<file path="config.mk">
export PLATFORM = sky130hd
export DESIGN_NAME = lottery_slot_scheduler_core
export DESIGN_NICKNAME = d
export VERILOG_FILES = /design/src/design/lss_pkg.sv /design/src/design/lss_slot_mem.sv /design/src/design/lss_mod_unit.sv /design/src/design/lottery_slot_scheduler_core.sv
export VERILOG_INCLUDE_DIRS = /design/src /design/src/design
export SDC_FILE = /design/constraint.sdc
export NUM_CORES = 1
export LEC_CHECK = 0
export BUFFER_PORTS_ARGS = -buffer_cell sky130_fd_sc_hd__buf_2
export CORE_MARGIN = 4
export CORE_UTILIZATION = 50
export DETAILED_ROUTE_END_ITERATION = 7
export HOLD_SLACK_MARGIN = 0.02
export PLACE_DENSITY_LB_ADDON = 0.1
export SYNTH_ARGS = -nofsm -noshare
export SYNTH_HDL_FRONTEND = slang
export SYNTH_SLANG_ARGS = --single-unit
export TNS_END_PERCENT = 5
</file>
<file path="constraint.sdc">
create_clock -name clk -period 7.52 [get_ports clk]
set_clock_uncertainty 0.1 [all_clocks]
set_input_delay 1.504 -clock clk [delete_from_list [all_inputs] [get_ports clk]]
set_output_delay 1.504 -clock clk [all_outputs]
set_load 0.03 [all_outputs]
</file>
<file path="src/design/assert_macros.svh">
// Assertion macros shared by the scheduler RTL.
// Depends on nothing; included by files that carry concurrent checks.
`ifndef ASSERT_MACROS_SVH
`define ASSERT_MACROS_SVH
`ifndef ASSERT_OFF
// Same-cycle implication under reset
`define ASSERT_IMPLIES(label, clk, rst_n, ante, cons) \
    label: assert property (@(posedge clk) disable iff (!rst_n) (ante) |-> (cons)) \
        else $error("assertion failed");
// Next-cycle implication under reset
`define ASSERT_NEXT(label, clk, rst_n, ante, cons) \
    label: assert property (@(posedge clk) disable iff (!rst_n) (ante) |=> (cons)) \
        else $error("assertion failed");
`else
`define ASSERT_IMPLIES(label, clk, rst_n, ante, cons)
`define ASSERT_NEXT(label, clk, rst_n, ante, cons)
`endif
`endif

</file>
<file path="src/design/lss_pkg.sv">
// Shared types and codes for the lottery slot scheduler.
// Depends on nothing; used by all scheduler modules.
package lss_pkg;

    localparam int RAND_W     = 32;
    localparam int WEIGHT_W   = 8;
    localparam int WEIGHT_MAX = 255;
    localparam int OUT_W      = 12;
    localparam logic [OUT_W-1:0] OUT_MAX = 12'hFFF;

    // Operation codes
    localparam logic [1:0] OP_LOAD  = 2'd0;
    localparam logic [1:0] OP_STATE = 2'd1;
    localparam logic [1:0] OP_DRAW  = 2'd2;

    // Status codes
    localparam logic [1:0] STATUS_OK         = 2'd0;
    localparam logic [1:0] STATUS_NO_RUNNING = 2'd1;
    localparam logic [1:0] STATUS_BAD_STATE  = 2'd2;
    localparam logic [1:0] STATUS_NO_TICKETS = 2'd3;

    // Run states
    localparam logic [1:0] ST_READY   = 2'd0;
    localparam logic [1:0] ST_RUNNING = 2'd1;
    localparam logic [1:0] ST_PAUSED  = 2'd2;
    localparam logic [1:0] ST_INVALID = 2'd3;

    // Priorities
    localparam logic [1:0] PRIO_LOW    = 2'd0;
    localparam logic [1:0] PRIO_MEDIUM = 2'd1;

    // Configuration register indexes
    localparam logic [1:0] CFG_WEIGHT_LOW    = 2'd0;
    localparam logic [1:0] CFG_WEIGHT_MEDIUM = 2'd1;
    localparam logic [1:0] CFG_WEIGHT_HIGH   = 2'd2;

    // Sequencer states
    typedef enum logic [5:0] {
        S_IDLE     = 6'b000001,
        S_SUM      = 6'b000010,
        S_MOD      = 6'b000100,
        S_SEL      = 6'b001000,
        S_UPD_PREV = 6'b010000,
        S_UPD_PICK = 6'b100000
    } fsm_t;

    // Slot table write command
    typedef struct packed {
        logic       prio_en;
        logic       state_en;
        logic [1:0] prio;
        logic [1:0] state;
    } mem_wr_t;

endpackage

</file>
<file path="src/design/lss_slot_mem.sv">
// Slot table: priority and run state per slot, one write and one read port.
// Depends on lss_pkg for the write command type.
module lss_slot_mem #(
    parameter int DEPTH  = 16,
    parameter int ADDR_W = 4
) (
    input  logic                 clk,
    input  lss_pkg::mem_wr_t     wr,
    input  logic [ADDR_W-1:0]    wr_addr,
    input  logic [ADDR_W-1:0]    rd_addr,
    output logic [1:0]           rd_prio,
    output logic [1:0]           rd_state
);

    logic [1:0] prio_mem  [DEPTH];
    logic [1:0] state_mem [DEPTH];

    // Write either field at the write address
    always_ff @(posedge clk)
    begin
        if (wr.prio_en)
        begin
            prio_mem[wr_addr] <= wr.prio;
        end
        if (wr.state_en)
        begin
            state_mem[wr_addr] <= wr.state;
        end
    end

    // Registered read
    always_ff @(posedge clk)
    begin
        rd_prio  <= prio_mem[rd_addr];
        rd_state <= state_mem[rd_addr];
    end

endmodule

</file>
<file path="src/design/lss_mod_unit.sv">
// Iterative restoring modulo: 32-bit dividend by a narrow divisor, one bit a cycle.
// Depends on lss_pkg for the dividend width.
module lss_mod_unit #(
    parameter int DIV_W = 12
) (
    input  logic                       clk,
    input  logic                       rst_n,
    input  logic                       start,
    input  logic [lss_pkg::RAND_W-1:0] dividend,
    input  logic [DIV_W-1:0]           divisor,
    output logic                       done,
    output logic [DIV_W-1:0]           remainder
);

    localparam int CNT_W = $clog2(lss_pkg::RAND_W + 1);

    logic                       busy_reg, busy_next;
    logic                       done_reg, done_next;
    logic [CNT_W-1:0]           cnt_reg, cnt_next;
    logic [lss_pkg::RAND_W-1:0] dvd_reg, dvd_next;
    logic [DIV_W-1:0]           div_reg, div_next;
    logic [DIV_W-1:0]           rem_reg, rem_next;
    logic [DIV_W:0]             trial;

    assign trial = {rem_reg, dvd_reg[lss_pkg::RAND_W-1]};

    // Shift in one dividend bit, subtract when it fits
    always_comb
    begin
        busy_next = busy_reg;
        done_next = 1'b0;
        cnt_next  = cnt_reg;
        dvd_next  = dvd_reg;
        div_next  = div_reg;
        rem_next  = rem_reg;
        if (start)
        begin
            busy_next = 1'b1;
            cnt_next  = '0;
            dvd_next  = dividend;
            div_next  = divisor;
            rem_next  = '0;
        end
        else if (busy_reg)
        begin
            dvd_next = {dvd_reg[lss_pkg::RAND_W-2:0], 1'b0};
            if (trial >= {1'b0, div_reg})
            begin
                rem_next = DIV_W'(trial - {1'b0, div_reg});
            end
            else
            begin
                rem_next = trial[DIV_W-1:0];
            end
            cnt_next = cnt_reg + 1'b1;
            if (cnt_reg == CNT_W'(lss_pkg::RAND_W - 1))
            begin
                busy_next = 1'b0;
                done_next = 1'b1;
            end
        end
    end

    always_ff @(posedge clk or negedge rst_n)
    begin
        if (!rst_n)
        begin
            busy_reg <= 1'b0;
            done_reg <= 1'b0;
            cnt_reg  <= '0;
        end
        else
        begin
            busy_reg <= busy_next;
            done_reg <= done_next;
            cnt_reg  <= cnt_next;
        end
    end

    always_ff @(posedge clk)
    begin
        dvd_reg <= dvd_next;
        div_reg <= div_next;
        rem_reg <= rem_next;
    end

    assign done      = done_reg;
    assign remainder = rem_reg;

endmodule

</file>
<file path="src/design/lottery_slot_scheduler_core.sv">
// Lottery slot scheduler top level: sequencer, slot state, weights, outputs.
// Depends on lss_pkg, lss_slot_mem, lss_mod_unit and assert_macros.svh.
//
// Usage: raise start with the item fields while busy is low; the item is
// taken at that edge. Each item gives exactly one result, shown for one
// cycle with done high; the receiver cannot stall it.
// Load, set-state and unknown operations never raise busy: done follows the
// accepting edge.
// A draw walks the slot table through its single read port to sum the
// tickets, runs a 32-step bit-serial modulo, then walks again until the
// winner is found; with no tickets it ends after the first walk. Busy stays
// high meanwhile. The walks share one accumulator adder.
// Configuration: cfg_valid with cfg_index and cfg_data, always ready; write
// only while busy is low and no result is pending.
// Reset: weights return to 1, 2 and 4, all slots are absent, no slot runs.
`include "assert_macros.svh"

module lottery_slot_scheduler_core #(
    parameter int NUM_SLOTS = 16
) (
    input  logic        clk,
    input  logic        rst_n,
    input  logic        start,
    output logic        busy,
    input  logic [1:0]  operation,
    input  logic [3:0]  slot,
    input  logic        present,
    input  logic [1:0]  priority_req,
    input  logic [1:0]  run_state,
    input  logic [31:0] random_value,
    output logic        done,
    output logic [1:0]  status,
    output logic [3:0]  chosen_slot,
    output logic [11:0] ticket_total,
    output logic [11:0] draw_ticket,
    output logic [1:0]  applied_state,
    input  logic        cfg_valid,
    output logic        cfg_ready,
    input  logic [1:0]  cfg_index,
    input  logic [7:0]  cfg_data
);

    localparam int SLOT_W = (NUM_SLOTS > 1) ? $clog2(NUM_SLOTS) : 1;
    localparam int CNT_W  = $clog2(NUM_SLOTS + 1);
    localparam int TOT_W  = $clog2(NUM_SLOTS * lss_pkg::WEIGHT_MAX + 1);
    localparam int ACC_W  = TOT_W + 1;

    lss_pkg::fsm_t state_reg, state_next;

    logic [CNT_W-1:0]  cnt_reg, cnt_next;
    logic              rv_reg, rv_next;
    logic [SLOT_W-1:0] ridx_reg, ridx_next;
    logic              rpres_reg, rpres_next;
    logic [TOT_W-1:0]  acc_reg, acc_next;
    logic [TOT_W-1:0]  total_reg, total_next;
    logic [TOT_W-1:0]  win_reg, win_next;
    logic [SLOT_W-1:0] pick_reg, pick_next;
    logic [lss_pkg::RAND_W-1:0] rnd_reg, rnd_next;
    logic              run_valid_reg, run_valid_next;
    logic [SLOT_W-1:0] run_slot_reg, run_slot_next;
    logic [NUM_SLOTS-1:0] present_reg, present_next;
    logic [7:0]        wl_reg, wm_reg, wh_reg;

    logic              done_reg, done_next;
    logic [1:0]        status_reg, status_next;
    logic [3:0]        chosen_reg, chosen_next;
    logic [11:0]       total_out_reg, total_out_next;
    logic [11:0]       win_out_reg, win_out_next;
    logic [1:0]        applied_reg, applied_next;

    lss_pkg::mem_wr_t  mem_wr;
    logic [SLOT_W-1:0] mem_wr_addr;
    logic [SLOT_W-1:0] mem_rd_addr;
    logic [1:0]        rd_prio, rd_state;

    logic              div_start, div_done;
    logic [TOT_W-1:0]  div_rem;

    logic              accept, issue, elig, load_in_range;
    logic [7:0]        weight;
    logic [ACC_W-1:0]  acc_sum;

    logic              draw_result, win_in_range;

    lss_slot_mem #(
        .DEPTH  (NUM_SLOTS),
        .ADDR_W (SLOT_W)
    ) u_slot_mem (
        .clk      (clk),
        .wr       (mem_wr),
        .wr_addr  (mem_wr_addr),
        .rd_addr  (mem_rd_addr),
        .rd_prio  (rd_prio),
        .rd_state (rd_state)
    );

    lss_mod_unit #(
        .DIV_W (TOT_W)
    ) u_mod_unit (
        .clk       (clk),
        .rst_n     (rst_n),
        .start     (div_start),
        .dividend  (rnd_reg),
        .divisor   (total_next),
        .done      (div_done),
        .remainder (div_rem)
    );

    assign accept        = start && (state_reg == lss_pkg::S_IDLE);
    assign issue         = (cnt_reg < CNT_W'(NUM_SLOTS));
    assign mem_rd_addr   = cnt_reg[SLOT_W-1:0];
    assign load_in_range = (32'(slot) < NUM_SLOTS);

    // Weight of the slot whose table entry just came back; priority 3 counts as high
    always_comb
    begin
        case (rd_prio)
            lss_pkg::PRIO_LOW:    weight = wl_reg;
            lss_pkg::PRIO_MEDIUM: weight = wm_reg;
            default:              weight = wh_reg;
        endcase
    end

    assign elig    = rv_reg && rpres_reg && (rd_state != lss_pkg::ST_PAUSED);
    assign acc_sum = {1'b0, acc_reg} + ACC_W'(weight);

    // Sequencer
    always_comb
    begin
        state_next     = state_reg;
        cnt_next       = cnt_reg;
        rv_next        = 1'b0;
        ridx_next      = ridx_reg;
        rpres_next     = rpres_reg;
        acc_next       = acc_reg;
        total_next     = total_reg;
        win_next       = win_reg;
        pick_next      = pick_reg;
        rnd_next       = rnd_reg;
        run_valid_next = run_valid_reg;
        run_slot_next  = run_slot_reg;
        present_next   = present_reg;
        done_next      = 1'b0;
        status_next    = status_reg;
        chosen_next    = chosen_reg;
        total_out_next = total_out_reg;
        win_out_next   = win_out_reg;
        applied_next   = applied_reg;
        mem_wr         = '0;
        mem_wr_addr    = run_slot_reg;
        div_start      = 1'b0;

        case (state_reg)
            lss_pkg::S_IDLE:
            begin
                if (accept)
                begin
                    status_next    = lss_pkg::STATUS_OK;
                    chosen_next    = '0;
                    total_out_next = '0;
                    win_out_next   = '0;
                    applied_next   = '0;
                    case (operation)
                        lss_pkg::OP_LOAD:
                        begin
                            done_next = 1'b1;
                            if (load_in_range)
                            begin
                                mem_wr.prio_en  = 1'b1;
                                mem_wr.state_en = 1'b1;
                                mem_wr.prio     = priority_req;
                                mem_wr.state    = run_state;
                                mem_wr_addr     = SLOT_W'(slot);
                                present_next[SLOT_W'(slot)] = present;
                                if (!present && run_valid_reg && run_slot_reg == SLOT_W'(slot))
                                begin
                                    run_valid_next = 1'b0;
                                end
                            end
                        end
                        lss_pkg::OP_STATE:
                        begin
                            done_next = 1'b1;
                            if (!run_valid_reg)
                            begin
                                status_next = lss_pkg::STATUS_NO_RUNNING;
                            end
                            else if (run_state == lss_pkg::ST_INVALID)
                            begin
                                status_next = lss_pkg::STATUS_BAD_STATE;
                            end
                            else
                            begin
                                mem_wr.state_en = 1'b1;
                                mem_wr.state    = run_state;
                                applied_next    = run_state;
                            end
                        end
                        lss_pkg::OP_DRAW:
                        begin
                            // Hold the random word for the modulo
                            rnd_next   = random_value;
                            cnt_next   = '0;
                            acc_next   = '0;
                            state_next = lss_pkg::S_SUM;
                        end
                        default:
                        begin
                            done_next = 1'b1;
                        end
                    endcase
                end
            end

            // Sum eligible weights over the table
            lss_pkg::S_SUM:
            begin
                if (issue)
                begin
                    rv_next    = 1'b1;
                    ridx_next  = cnt_reg[SLOT_W-1:0];
                    rpres_next = present_reg[cnt_reg[SLOT_W-1:0]];
                    cnt_next   = cnt_reg + 1'b1;
                end
                if (elig)
                begin
                    acc_next = acc_sum[TOT_W-1:0];
                end
                if (!issue && !rv_reg)
                begin
                    if (acc_reg == '0)
                    begin
                        status_next = lss_pkg::STATUS_NO_TICKETS;
                        done_next   = 1'b1;
                        state_next  = lss_pkg::S_IDLE;
                    end
                    else
                    begin
                        total_next = acc_reg;
                        div_start  = 1'b1;
                        state_next = lss_pkg::S_MOD;
                    end
                end
            end

            // Wait for the modulo, then restart the walk
            lss_pkg::S_MOD:
            begin
                if (div_done)
                begin
                    win_next   = div_rem;
                    acc_next   = '0;
                    cnt_next   = '0;
                    state_next = lss_pkg::S_SEL;
                end
            end

            // Find the first slot whose running sum passes the winning ticket
            lss_pkg::S_SEL:
            begin
                if (issue)
                begin
                    rv_next    = 1'b1;
                    ridx_next  = cnt_reg[SLOT_W-1:0];
                    rpres_next = present_reg[cnt_reg[SLOT_W-1:0]];
                    cnt_next   = cnt_reg + 1'b1;
                end
                if (elig)
                begin
                    acc_next = acc_sum[TOT_W-1:0];
                    if (acc_sum > {1'b0, win_reg})
                    begin
                        pick_next  = ridx_reg;
                        state_next = lss_pkg::S_UPD_PREV;
                    end
                end
            end

            // Drop the previous runner back to ready
            lss_pkg::S_UPD_PREV:
            begin
                if (run_valid_reg)
                begin
                    mem_wr.state_en = 1'b1;
                    mem_wr.state    = lss_pkg::ST_READY;
                end
                state_next = lss_pkg::S_UPD_PICK;
            end

            // Mark the winner running and report
            lss_pkg::S_UPD_PICK:
            begin
                mem_wr.state_en = 1'b1;
                mem_wr.state    = lss_pkg::ST_RUNNING;
                mem_wr_addr     = pick_reg;
                run_slot_next   = pick_reg;
                run_valid_next  = 1'b1;
                status_next     = lss_pkg::STATUS_OK;
                chosen_next     = 4'(pick_reg);
                total_out_next  = (32'(total_reg) > 32'(lss_pkg::OUT_MAX)) ?
                                  lss_pkg::OUT_MAX : 12'(total_reg);
                win_out_next    = (32'(win_reg) > 32'(lss_pkg::OUT_MAX)) ?
                                  lss_pkg::OUT_MAX : 12'(win_reg);
                done_next       = 1'b1;
                state_next      = lss_pkg::S_IDLE;
            end

            default:
            begin
                state_next = lss_pkg::S_IDLE;
            end
        endcase
    end

    // Control state
    always_ff @(posedge clk or negedge rst_n)
    begin
        if (!rst_n)
        begin
            state_reg     <= lss_pkg::S_IDLE;
            cnt_reg       <= '0;
            rv_reg        <= 1'b0;
            run_valid_reg <= 1'b0;
            run_slot_reg  <= '0;
            present_reg   <= '0;
            done_reg      <= 1'b0;
        end
        else
        begin
            state_reg     <= state_next;
            cnt_reg       <= cnt_next;
            rv_reg        <= rv_next;
            run_valid_reg <= run_valid_next;
            run_slot_reg  <= run_slot_next;
            present_reg   <= present_next;
            done_reg      <= done_next;
        end
    end

    // Datapath and result registers
    always_ff @(posedge clk)
    begin
        ridx_reg      <= ridx_next;
        rpres_reg     <= rpres_next;
        acc_reg       <= acc_next;
        total_reg     <= total_next;
        win_reg       <= win_next;
        pick_reg      <= pick_next;
        rnd_reg       <= rnd_next;
        status_reg    <= status_next;
        chosen_reg    <= chosen_next;
        total_out_reg <= total_out_next;
        win_out_reg   <= win_out_next;
        applied_reg   <= applied_next;
    end

    // Ticket weights
    always_ff @(posedge clk or negedge rst_n)
    begin
        if (!rst_n)
        begin
            wl_reg <= 8'd1;
            wm_reg <= 8'd2;
            wh_reg <= 8'd4;
        end
        else if (cfg_valid)
        begin
            case (cfg_index)
                lss_pkg::CFG_WEIGHT_LOW:    wl_reg <= cfg_data;
                lss_pkg::CFG_WEIGHT_MEDIUM: wm_reg <= cfg_data;
                lss_pkg::CFG_WEIGHT_HIGH:   wh_reg <= cfg_data;
                default:                    ;
            endcase
        end
    end

    assign cfg_ready      = 1'b1;
    assign busy           = (state_reg != lss_pkg::S_IDLE);
    assign done           = done_reg;
    assign status         = status_reg;
    assign chosen_slot    = chosen_reg;
    assign ticket_total   = total_out_reg;
    assign draw_ticket    = win_out_reg;
    assign applied_state  = applied_reg;

    // Checks
    assign draw_result  = done_reg && (total_out_reg != 12'd0);
    assign win_in_range = (win_out_reg < total_out_reg) || (total_out_reg == lss_pkg::OUT_MAX);

    `ASSERT_NEXT(a_accept_progress, clk, rst_n, accept, done_reg || busy)
    `ASSERT_IMPLIES(a_div_in_mod, clk, rst_n, div_done, state_reg == lss_pkg::S_MOD)
    `ASSERT_IMPLIES(a_win_below_total, clk, rst_n, draw_result, win_in_range)
    `ASSERT_IMPLIES(a_draw_sets_runner, clk, rst_n, draw_result, run_valid_reg)

endmodule
</file>
==> results of run 1 <==
[cells in the final DEF, fill, tap and decap left out, drive strengths merged, types with 7 or more instances in the layout]
| master | count |
|---|---|
| buf | 100 |
| dfrtp | 62 |
| nand2b | 7 |
| mux4 | 25 |
| a22o | 7 |
| mux2 | 41 |
| nor2b | 12 |
| clkbuf | 42 |
| inv | 41 |
| o21ai | 48 |
| ha | 34 |
| nand3 | 17 |
| edfxtp | 205 |
| xor2 | 10 |
| nand3b | 7 |
| nand2 | 165 |
| o21a | 13 |
| xnor2 | 18 |
| nand4 | 7 |
| nor2 | 77 |
| and2 | 28 |
| dfxtp | 28 |
| a21oi | 26 |
| mux2i | 16 |
| a21o | 12 |
| clkinv | 12 |
[power groups by stage]
| stage | registers [mW] | logic, mW | clock network, mW |
|---|---|---|---|
| after floorplan | 2.16 | 0.892 | 0 |
| after global placement | 2.20 | 1.18 | 0 |
| after detailed placement | 2.20 | 1.20 | 0 |
| after CTS | 2.17 | 1.20 | 1.53 |
| after global routing | 2.19 | 1.34 | 1.60 |
| final | 2.16 | 1.19 | 1.49 |
[area by class of cell]
class | count | area (µm²)
Inverter | 40 | 150.1
Multi-Input combinational cell | 644 | 4612
Clock inverter | 16 | 148.9
Clock buffer | 42 | 847.1
Fill cell | 2150 | 11060
Sequential cell | 299 | 8373
Tap cell | 335 | 419.2
Timing Repair Buffer | 100 | 525.5
[final timing paths]
check	start	end	slack, ns	cells past startpoint
min in group asynchronous	rst_n	done	1.04	2
min	ridx_reg[1]	pick_reg[1]	0.32	0
max	u_slot_mem.rd_prio[0]	pick_reg[2]	2.97	16
max reg2reg	u_slot_mem.rd_prio[0]	pick_reg[2]	2.97	16
max in group asynchronous	rst_n	wm_reg[7]	5.62	2
min reg2reg	ridx_reg[1]	pick_reg[1]	0.32	0
[routing by layer]
layer  part of all wire [%]  global-route usage [%]  wire [µm]  vias to the layer above
li1                       -                       -          -                     3903
met1                     45                   26.37      12230                     3925
met2                     48                   30.40      13080                      173
met3                    4.1                   2.919       1103                       40
met4                    2.2                   4.616        592                        2
met5                  0.026                       0          7                        -
[cell usage after synthesis, types with 18 or more instances]
| cell | count | area share [%] |
|---|---|---|
| edfxtp_1 | 205 | 46 |
| nand2_1 | 163 | 4.6 |
| nor2_1 | 68 | 1.9 |
| dfrtp_1 | 62 | 12 |
| o21ai_0 | 46 | 1.7 |
| inv_1 | 39 | 1.1 |
| ha_1 | 34 | 3.2 |
| mux2_2 | 33 | 2.8 |
| and2_1 | 28 | 1.3 |
| dfxtp_1 | 28 | 4.2 |
| a21oi_1 | 26 | 0.98 |
| clkbuf_1 | 25 | 0.70 |
| mux4_2 | 25 | 4.2 |
| xnor2_1 | 18 | 1.2 |
[cells by family after synthesis]
group / synth area share (%)
adders and majority gates: 3.491
other: 0.02813
and+or+nand+nor: 13.15
DFF: 62.81
buffers and inverters: 2.628
AOI/OAI and AO/OA: 7.002
xor gates and xnor gates: 1.839
muxes: 9.057
[worst max-delay path: stages, from the launching register on]
cell and delay, ns:
dfxtp_1 0.61, mux2i_1 0.15, o21ai_0 0.30, ha_1 0.30, a21o_1 0.15, a21oi_1 0.21, nor2b_1 0.09, or4_1 0.46
a21oi_1 0.19, xnor2_1 0.10, ha_1 0.29, and4_1 0.21, nand3_1 0.12, o21bai_1 0.18, nand4_1 0.09, a2bb2oi_1 0.12
nor3b_1 0.51
[metrics by stage]
stage	setup WS, ns	hold slack [ns]
floorplan	3.325	0.3003
global placement	3.102	0.3029
detailed placement	2.958	0.3080
CTS	2.948	0.3179
global route	2.682	0.3261
finish	2.966	0.3189
==> results_dict.tcl, run 1 <==
set metrics [dict create \
    vias 8043 \
    placed_area_mm2 0.01408 \
    ys.flop_type "edfxtp_1" \
    core_mm2 0.02613 \
    placementRows 59 \
    pwr_density_cell_mw_per_mm2 321.1 \
    diodes 0 \
    stdcell_count 1476 \
    cts_tree "yes" \
    numCtsBuffers 31 \
    critical_path_arrival_ns 4.64 \
    clockRootBuffer "clkbuf_16" \
    antenna_found_initial 1 \
    clockBufferDepth 3 \
    cts.sinks 299 \
    gp_congestion 0.8372 \
    synth_cell_types 77 \
    syn_area_mm2 0.01333 \
    synth-edff-count 205 \
    p_leak_nw 6.015 \
    drv_cap 0 \
    viasPerCell 5.449 \
    power_mw 4.841 \
    drive_gt1_share_pct 20.86 \
    fin_crit_sh_pct 60.56 \
    postSynthCellCount 1025 \
    slew_violations 0 \
    gr-total-overflow 0 \
    routed_wl_mm 27.01 \
    worstPathMaxFanout 8 \
    required_ns 7.61 \
    hold_path.class "reg -> reg" \
    p_seq_share_pct 44.7 \
    cts_resized 0 \
    portBuffers 90 \
    max_slew_margin_pct 24.27 \
    grt_pass1_wl_mm 43.24 \
    pwr-share-comb_pct 24.6 \
    drc_errors 0 \
    ios 92 \
    die-area_mm2 0.02934 \
    setup_viol 0 \
    crit_type "reg -> reg" \
    rsz0062_at_grt "false" \
    cp-end-kind "register" \
    period_minus_slack_ns 4.554 \
    fin_nets 1209 \
    htree_levels 1 \
    clock_latency_ns 0.56 \
    chipWidth_um 171.3 \
    grt.total_usage_pct 18.57 \
    synth_nets 1118 \
    syn2layout_area_growth_pct 13.08 \
    place_inst 1418 \
    grt_max_degree 67 \
    die_h_um 171.3 \
    peakVddDrop_mv 0.1744 \
    postCtsSetupRepairBufs 0 \
    path_clk_slew_ns 0.06 \
    cts_hold_buffers 0 \
    worst_slew_pin_slew_ns 1.132 \
    p_switching_mw 1.446 \
    p_int_mw 3.395 \
    synth-seq-area-share_pct 62.81 \
    wl_per_cell_um 18.30 \
    switching_share_pct 29.86 \
    yosysWarnings 0 \
    ys_ff_latch 299 \
    cp-start-kind "register" \
    fin_setup_tns_ns 0 \
    utilization_pct 57.69 \
    ant_nets 0 \
    finalHoldViolCount 0 \
    dr.pass1.iters 4 \
    async_reset_ff_share_pct 22.07 \
    hpwl_mm 18.89 \
    final_area_mm2 0.01508 \
    drtIter0Drc 619 \
    status "completed" \
    synth_area_per_cell_um2 13.01 \
    grt_pass1_vias 8052 \
    max_freq_mhz 219.6 \
    initial_core_util_pct 51.02 \
    p_clk_share_pct 30.7 \
]
Note: power is estimated with default switching activity, not from simulation.
==> inputs of run 2 (changes only) <==
--- a/config.mk
+++ b/config.mk
@@ -6,6 +6,7 @@
 export SDC_FILE = /design/constraint.sdc
 export NUM_CORES = 1
 export LEC_CHECK = 0
+export ABC_AREA = 1
 export BUFFER_PORTS_ARGS = -buffer_cell sky130_fd_sc_hd__buf_2
 export CORE_MARGIN = 4
 export CORE_UTILIZATION = 50
==> constraint.sdc (replaced) <==
create_clock -name clk -period 4.8 [get_ports clk]
set_clock_uncertainty 0.1 [all_clocks]
set_input_delay 0.96 -clock clk [delete_from_list [all_inputs] [get_ports clk]]
set_output_delay 0.96 -clock clk [all_outputs]
set_load 0.03 [all_outputs]
==> run 2 against run 1 <==
Sequential power grew 50%. Highest routed layer is now met4. Combinational power rose by 75%. Critical endpoint is now pick_reg[1]. Critical path type unchanged. Critical path depth rose by 5.
==> results_dict.tcl, run 2 <==
set metrics [dict create \
    syn2layout_area_growth_pct 13.56 \
    grt_pass1_vias 8940 \
    vias 9253 \
    max_freq_mhz 234.9 \
    clockRootBuffer "clkbuf_16" \
    cp-end-kind "register" \
    final_cell_mix "313 x nand2_1, 205 x edfxtp_1, 174 x nor2_1" \
    numCtsBuffers 34 \
    postSynthCellCount 1350 \
    core_mm2 0.02628 \
    period_minus_slack_ns 4.257 \
    num-fill-cells 2291 \
    yosysTopAreaCell "edfxtp_1" \
    hpwl_mm 20.24 \
    critical_path_arrival_ns 4.32 \
    stdcell_count 1806 \
    synthXorXnorAreaFrac_pct 1.497 \
    clockBufferDepth 3 \
    worstReg2RegStart "u_slot_mem.rd_prio[1]" \
    async_reset_ff_share_pct 22.07 \
    required_ns 4.87 \
    syn_area_mm2 0.01346 \
    synth_area_leaders "edfxtp_1 46%, dfrtp_1 12%, nand2_1 8.7%, nor2_1 4.9%, dfxtp_1 4.2%" \
    diodes 0 \
    synth-edff-count 205 \
    htree_levels 2 \
    chipWidth_um 172.1 \
    path_clk_slew_ns 0.06 \
    synth_area_per_cell_um2 9.969 \
    cts.sinks 299 \
    place_inst 1747 \
    multi_input_area_mm2 0.004339 \
    p_clk_share_pct 31.0 \
    synthMuxAreaShare_pct 0.1673 \
    synth-seq-area-share_pct 62.22 \
    fin_setup_tns_ns 0 \
    synthSimpleGateAreaFrac_pct 18.59 \
    max_slew_margin_pct 25.51 \
    synth_top_family_by_area "simple AND/OR/NAND/NOR gates" \
    rsz0062_at_grt "false" \
    die_h_um 172.1 \
    synth_compound_area_share_pct 8.442 \
    clock_latency_ns 0.50 \
    ios 92 \
    ys_ff_latch 299 \
    placementRows 59 \
    final_common_cell "nand2_1" \
    drive_gt1_share_pct 13.19 \
    drc_errors 0 \
    yosysWarnings 0 \
    fin_crit_sh_pct 88.69 \
    die-area_mm2 0.02960 \
    dr.pass1.iters 6 \
    synth_nets 1443 \
    worst_slew_pin_slew_ns 1.110 \
    fin_nets 1541 \
    finalHoldViolCount 0 \
    cpMaxStageDelayCell "dfxtp_1" \
    switching_share_pct 32.84 \
    status "completed" \
    initial_core_util_pct 51.21 \
    p_seq_share_pct 42.1 \
    crit_type "reg -> reg" \
    hp-start "ridx_reg[1]" \
    portBuffers 90 \
    synth_top_area_share_pct 45.74 \
    drtIter0Drc 549 \
    p_switching_mw 2.539 \
    regArea_mm2 0.008373 \
    synth.most_common_cell "nand2_1" \
    grt_pass1_wl_mm 46.55 \
    peakVddDrop_mv 0.3727 \
    worst-path-buf-inv 1 \
    synthAdderAreaFrac_pct 3.459 \
    setup_viol 0 \
    wl_per_cell_um 15.76 \
    pwr-share-comb_pct 26.9 \
    gp_congestion 0.8562 \
    drv_cap 0 \
    postCtsSetupRepairBufs 0 \
    antenna_found_initial 0 \
    ys.flop_type "edfxtp_1" \
    grt.total_usage_pct 19.64 \
    crit_family "simple AND/OR/NAND/NOR gates" \
    routed_wl_mm 28.47 \
    pwr_density_cell_mw_per_mm2 505.9 \
    gr-total-overflow 0 \
    cp_cell_sequence "nor2_2 -> a221oi_1 -> nor2_1 -> ha_1 -> nand2_1 -> a21oi_1 -> nand3_1 -> o21bai_1 -> xor2_1 -> inv_1 -> ha_1 -> nand2_1 -> nor3_1 -> nand2_1 -> nand3_1 -> nand2_1 -> nand2_1 -> nand2_1 -> nand2_1 -> nand2_1 -> nor2_1" \
    viasPerCell 5.123 \
    slew_violations 0 \
    worstPathMaxFanout 11 \
    cp-start-kind "register" \
    cts_tree "yes" \
    hold_path.class "reg -> reg" \
    startpoint "u_slot_mem.rd_prio[1]" \
    p_leak_nw 6.577 \
    ant_nets 0 \
    synth_cell_types 52 \
    synth_common_cells "313 x nand2_1, 205 x edfxtp_1, 177 x nor2_1" \
    slowest_delay_ns 0.55 \
    grt_max_degree 65 \
    p_int_mw 5.193 \
    crit_path_frequent_cell "nand2_1" \
]
==> run 2: routing by layer <==
| metal | up-vias | global-route usage (%) | routed length [µm] |
|---|---|---|---|
| li1 | 4702 | - | - |
| met2 | 229 | 31.25 | 13070 |
| met1 | 4276 | 28.40 | 13320 |
| met4 | 0 | 5.707 | 636 |
| met3 | 46 | 2.858 | 1443 |
| met5 | - | 0 | 0 |
==> run 2: logic make-up (layout without fill, tap and decap cells) <==
kind of cell	count (synthesis)	count (layout)
flops	299	299
simple gates	597	597
compound gates	196	196
xor+xnor	23	23
buf+inv	196	317
mux	2	2
other cells	1	1
fa+ha+maj	36	36
==> run 2: timing repair <==
item | in CTS | in global routing
endpoints found under the setup margin | 0 | 4
hold buffers | 0 | 0
resized for setup | 0 | 2
==> run 2: path summary, 6_finish.rpt <==
path                                  end  slack, ns  depth (start not counted)
hold reg to reg               pick_reg[1]       0.33                          0
max in group asynchronous       wh_reg[2]       3.16                          2
setup / recovery              pick_reg[1]       0.54                         21
min in group asynchronous  present_reg[8]       0.44                          1
hold / removal                pick_reg[1]       0.33                          0
setup reg to reg              pick_reg[1]       0.54                         21
==> run 2: power by group through the flow <==
stage / clock [mW] / combinational [mW] / sequential (mW)
2_1_floorplan: 0 / 1.46 / 3.34
3_3_place_gp: 0 / 2.04 / 3.30
3_5_place_dp: 0 / 2.08 / 3.30
4_1_cts: 2.47 / 2.09 / 3.26
5_1_grt: 2.57 / 2.39 / 3.28
6_report: 2.40 / 2.08 / 3.25
==> run 2: worst reg2reg max path, cell delays in order (launching register included) <==
cell	delay (ns)
dfxtp_1	0.55
nor2_2	0.16
a221oi_1	0.32
nor2_1	0.08
ha_1	0.33
nand2_1	0.08
a21oi_1	0.31
nand3_1	0.14
o21bai_1	0.21
xor2_1	0.24
inv_1	0.07
ha_1	0.29
nand2_1	0.09
nor3_1	0.24
nand2_1	0.08
nand3_1	0.07
nand2_1	0.05
nand2_1	0.05
nand2_1	0.07
nand2_1	0.07
nand2_1	0.06
nor2_1	0.27
==> run 2: cell type report <==
class	instances	area share (%)
inverter	160	3.946
clock inverter	13	0.6631
sequential	299	54.79
timing repair buffer	98	3.340
clock buffer	46	6.132
tap	335	2.743
multi-input combinational	855	28.39
==> run 2: per-stage QoR <==
stage | power (mW) | cell area, µm² | hold slack (ns) | setup slack (ns) | utilization [%]
6_report | 7.732 | 15280 | 0.3251 | 0.5430 | 58.16
5_1_grt | 8.243 | 15280 | 0.3225 | 0.003013 | 58.16
4_1_cts | 7.811 | 15280 | 0.3240 | 0.4660 | 58.14
3_5_place_dp | 5.384 | 14240 | 0.3162 | 0.4812 | 54.18
3_3_place_gp | 5.348 | 14240 | 0.3098 | 0.6810 | 54.18
2_1_floorplan | 4.809 | 13460 | 0.3003 | 1.017 | -
==> inputs of run 3 (changes only) <==
--- a/config.mk
+++ b/config.mk
@@ -9,7 +9,7 @@
 export ABC_AREA = 1
 export BUFFER_PORTS_ARGS = -buffer_cell sky130_fd_sc_hd__buf_2
 export CORE_MARGIN = 4
-export CORE_UTILIZATION = 50
+export CORE_UTILIZATION = 61
 export DETAILED_ROUTE_END_ITERATION = 7
 export HOLD_SLACK_MARGIN = 0.02
 export PLACE_DENSITY_LB_ADDON = 0.1
==> run 3 against run 2 <==
Clock-buffer cell count decreased by 8. Final cell count decreased by 3.3%. Design area decreased by 0.30%. Setup slack got worse by 0.23 ns. Die area decreased by 17%. Routed wire length increased by 2.2%. Register-to-register slack got worse by 0.23 ns. Flip-flop and latch count unchanged. Power increased by 2.5%. Fmax decreased by 5.1%. Combinational power increased by 4%. Highest routed layer is now met5.
==> results_dict.tcl, run 3 (synthesis gave the netlist of run 2 again) <==
set metrics [dict create \
    crit_path_frequent_cell "nand2_1" \
    clockBufferDepth 3 \
    slew_violations 0 \
    drv_cap 0 \
    drc_errors 0 \
    core_mm2 0.02176 \
    p_clk_share_pct 31.5 \
    ant_nets 0 \
    max_freq_mhz 222.8 \
    initial_core_util_pct 61.86 \
    gp_congestion 0.8931 \
    ios 92 \
    reg2reg_depth 22 \
    cp-start-kind "register" \
    p_seq_share_pct 41.2 \
    placementRows 54 \
    dr.pass1.iters 7 \
    cpMaxStageDelayCell "dfxtp_1" \
    hold_path.class "in -> async" \
    final_common_cell "nand2_1" \
    peakVddDrop_mv 0.3429 \
    status "completed" \
    antenna_found_initial 1 \
    clock_latency_ns 0.57 \
    die_h_um 156.5 \
    path_clk_slew_ns 0.06 \
    num-fill-cells 1637 \
    grt_pass1_vias 9372 \
    setup_viol 0 \
    critical_path_arrival_ns 4.61 \
    numCtsBuffers 30 \
    wl_per_cell_um 16.67 \
    drtIter0Drc 697 \
    htree_levels 1 \
    grt_pass1_wl_mm 46.83 \
    rsz0062_at_grt "false" \
    chipWidth_um 156.5 \
    worstReg2RegStart "u_slot_mem.rd_prio[1]" \
    pwr-share-comb_pct 27.3 \
    p_int_mw 5.306 \
    drive_gt1_share_pct 13.03 \
    p_leak_nw 6.582 \
    vias 9618 \
    hpwl_mm 19.91 \
    fin_ws_ns 0.3123 \
    utilization_pct 70.04 \
    gr-total-overflow 0 \
    fin_nets 1536 \
    pre_cts_ws_ns 0.4162 \
    cp-end-kind "register" \
    routed_wl_mm 29.10 \
    worstPathMaxFanout 11 \
    syn2layout_area_growth_pct 13.22 \
    crit_type "reg -> reg" \
    max_slew_margin_pct 21.32 \
    period_minus_slack_ns 4.488 \
    grt.total_usage_pct 23.71 \
    fin_setup_tns_ns 0 \
    clockRootBuffer "clkbuf_16" \
    switching_share_pct 33.03 \
    cts_hold_buffers 0 \
    pwr_density_cell_mw_per_mm2 520.0 \
    fin_crit_sh_pct 93.49 \
    final_cell_mix "313 x nand2_1, 205 x edfxtp_1, 174 x nor2_1" \
    slowest_delay_ns 0.42 \
    p_switching_mw 2.617 \
    placed_area_mm2 0.01416 \
    cts.sinks 299 \
    grt_max_degree 65 \
    final_area_mm2 0.01524 \
    diodes 0 \
    rrSetupSlack_ns 0.31 \
    worst_slew_pin_slew_ns 1.173 \
    cts_tree "yes" \
    postCtsSetupRepairBufs 0 \
    required_ns 4.92 \
    cp_cell_sequence "nor2_2 -> a221oi_1 -> nor2_1 -> ha_1 -> fa_1 -> nand2_1 -> a21oi_1 -> nand3_1 -> o21bai_1 -> xor2_1 -> inv_1 -> ha_1 -> nand2_1 -> nor3_1 -> nand2_1 -> nand3_1 -> nand2_1 -> nand2_1 -> nand2_1 -> nand2_1 -> nand2_1 -> nor2_1" \
    die-area_mm2 0.02450 \
    finalHoldViolCount 0 \
    viasPerCell 5.509 \
    regToRegEndpoint "pick_reg[2]" \
    portBuffers 90 \
]
[run 3: cell type report]
type | count | area (µm²) | area share, %
clock inverter | 17 | 246.5 | 1.618
inverter | 160 | 603.1 | 3.958
multi-input combinational | 855 | 4339 | 28.48
timing repair buffer | 97 | 503.0 | 3.301
sequential | 299 | 8373 | 54.95
tap | 280 | 350.3 | 2.299
clock buffer | 38 | 822.0 | 5.395
[run 3: layer usage]
layer | GRT usage, % | share of wire, %
met4 | 7.686 | 3.2
met1 | 33.08 | 43
met2 | 38.90 | 47
met5 | 0 | 0.038
met3 | 3.429 | 6.2
[run 3: per-stage QoR]
stage	total power [mW]	hold slack (ns)	instances
final	7.923	0.2421	1746
after CTS	7.930	0.2376	1746
after floorplan	4.809	0.3003	1350
after detailed placement	5.397	0.3052	1691
after global placement	5.312	0.3062	1691
after global routing	8.349	0.2585	1746
[run 3: worst max-delay path by stage]
stage / end / start / depth (start not counted)
floorplan: pick_reg[0] / u_slot_mem.rd_prio[1] / 23
global placement: pick_reg[1] / u_slot_mem.rd_prio[1] / 22
detailed placement: pick_reg[0] / u_slot_mem.rd_prio[1] / 22
CTS: pick_reg[2] / u_slot_mem.rd_prio[1] / 22
global route: pick_reg[2] / u_slot_mem.rd_prio[1] / 22
finish: pick_reg[2] / u_slot_mem.rd_prio[1] / 22
[run 3: worst max-delay path, delay by kind of cell, from the launching register on]
kind / cells / cell delay [ns]
compound gates: 3 / 0.71
xor+xnor: 1 / 0.21
buf+inv: 1 / 0.09
flops: 1 / 0.42
fa+ha+maj: 3 / 0.73
simple gates: 14 / 1.91
[run 3: what timing repair did]
action / in CTS / in global routing
resized for setup: 0 / 2
endpoints found under the setup margin: 0 / 4
hold endpoints to repair: 0 / 0
[run 3: power by group through the flow]
stage	Combinational, mW	Clock, mW	Sequential (mW)
floorplan	1.46	0	3.34
detailed placement	2.09	0	3.31
CTS	2.14	2.53	3.26
global placement	2.01	0	3.30
global route	2.42	2.64	3.28
finish	2.16	2.50	3.26
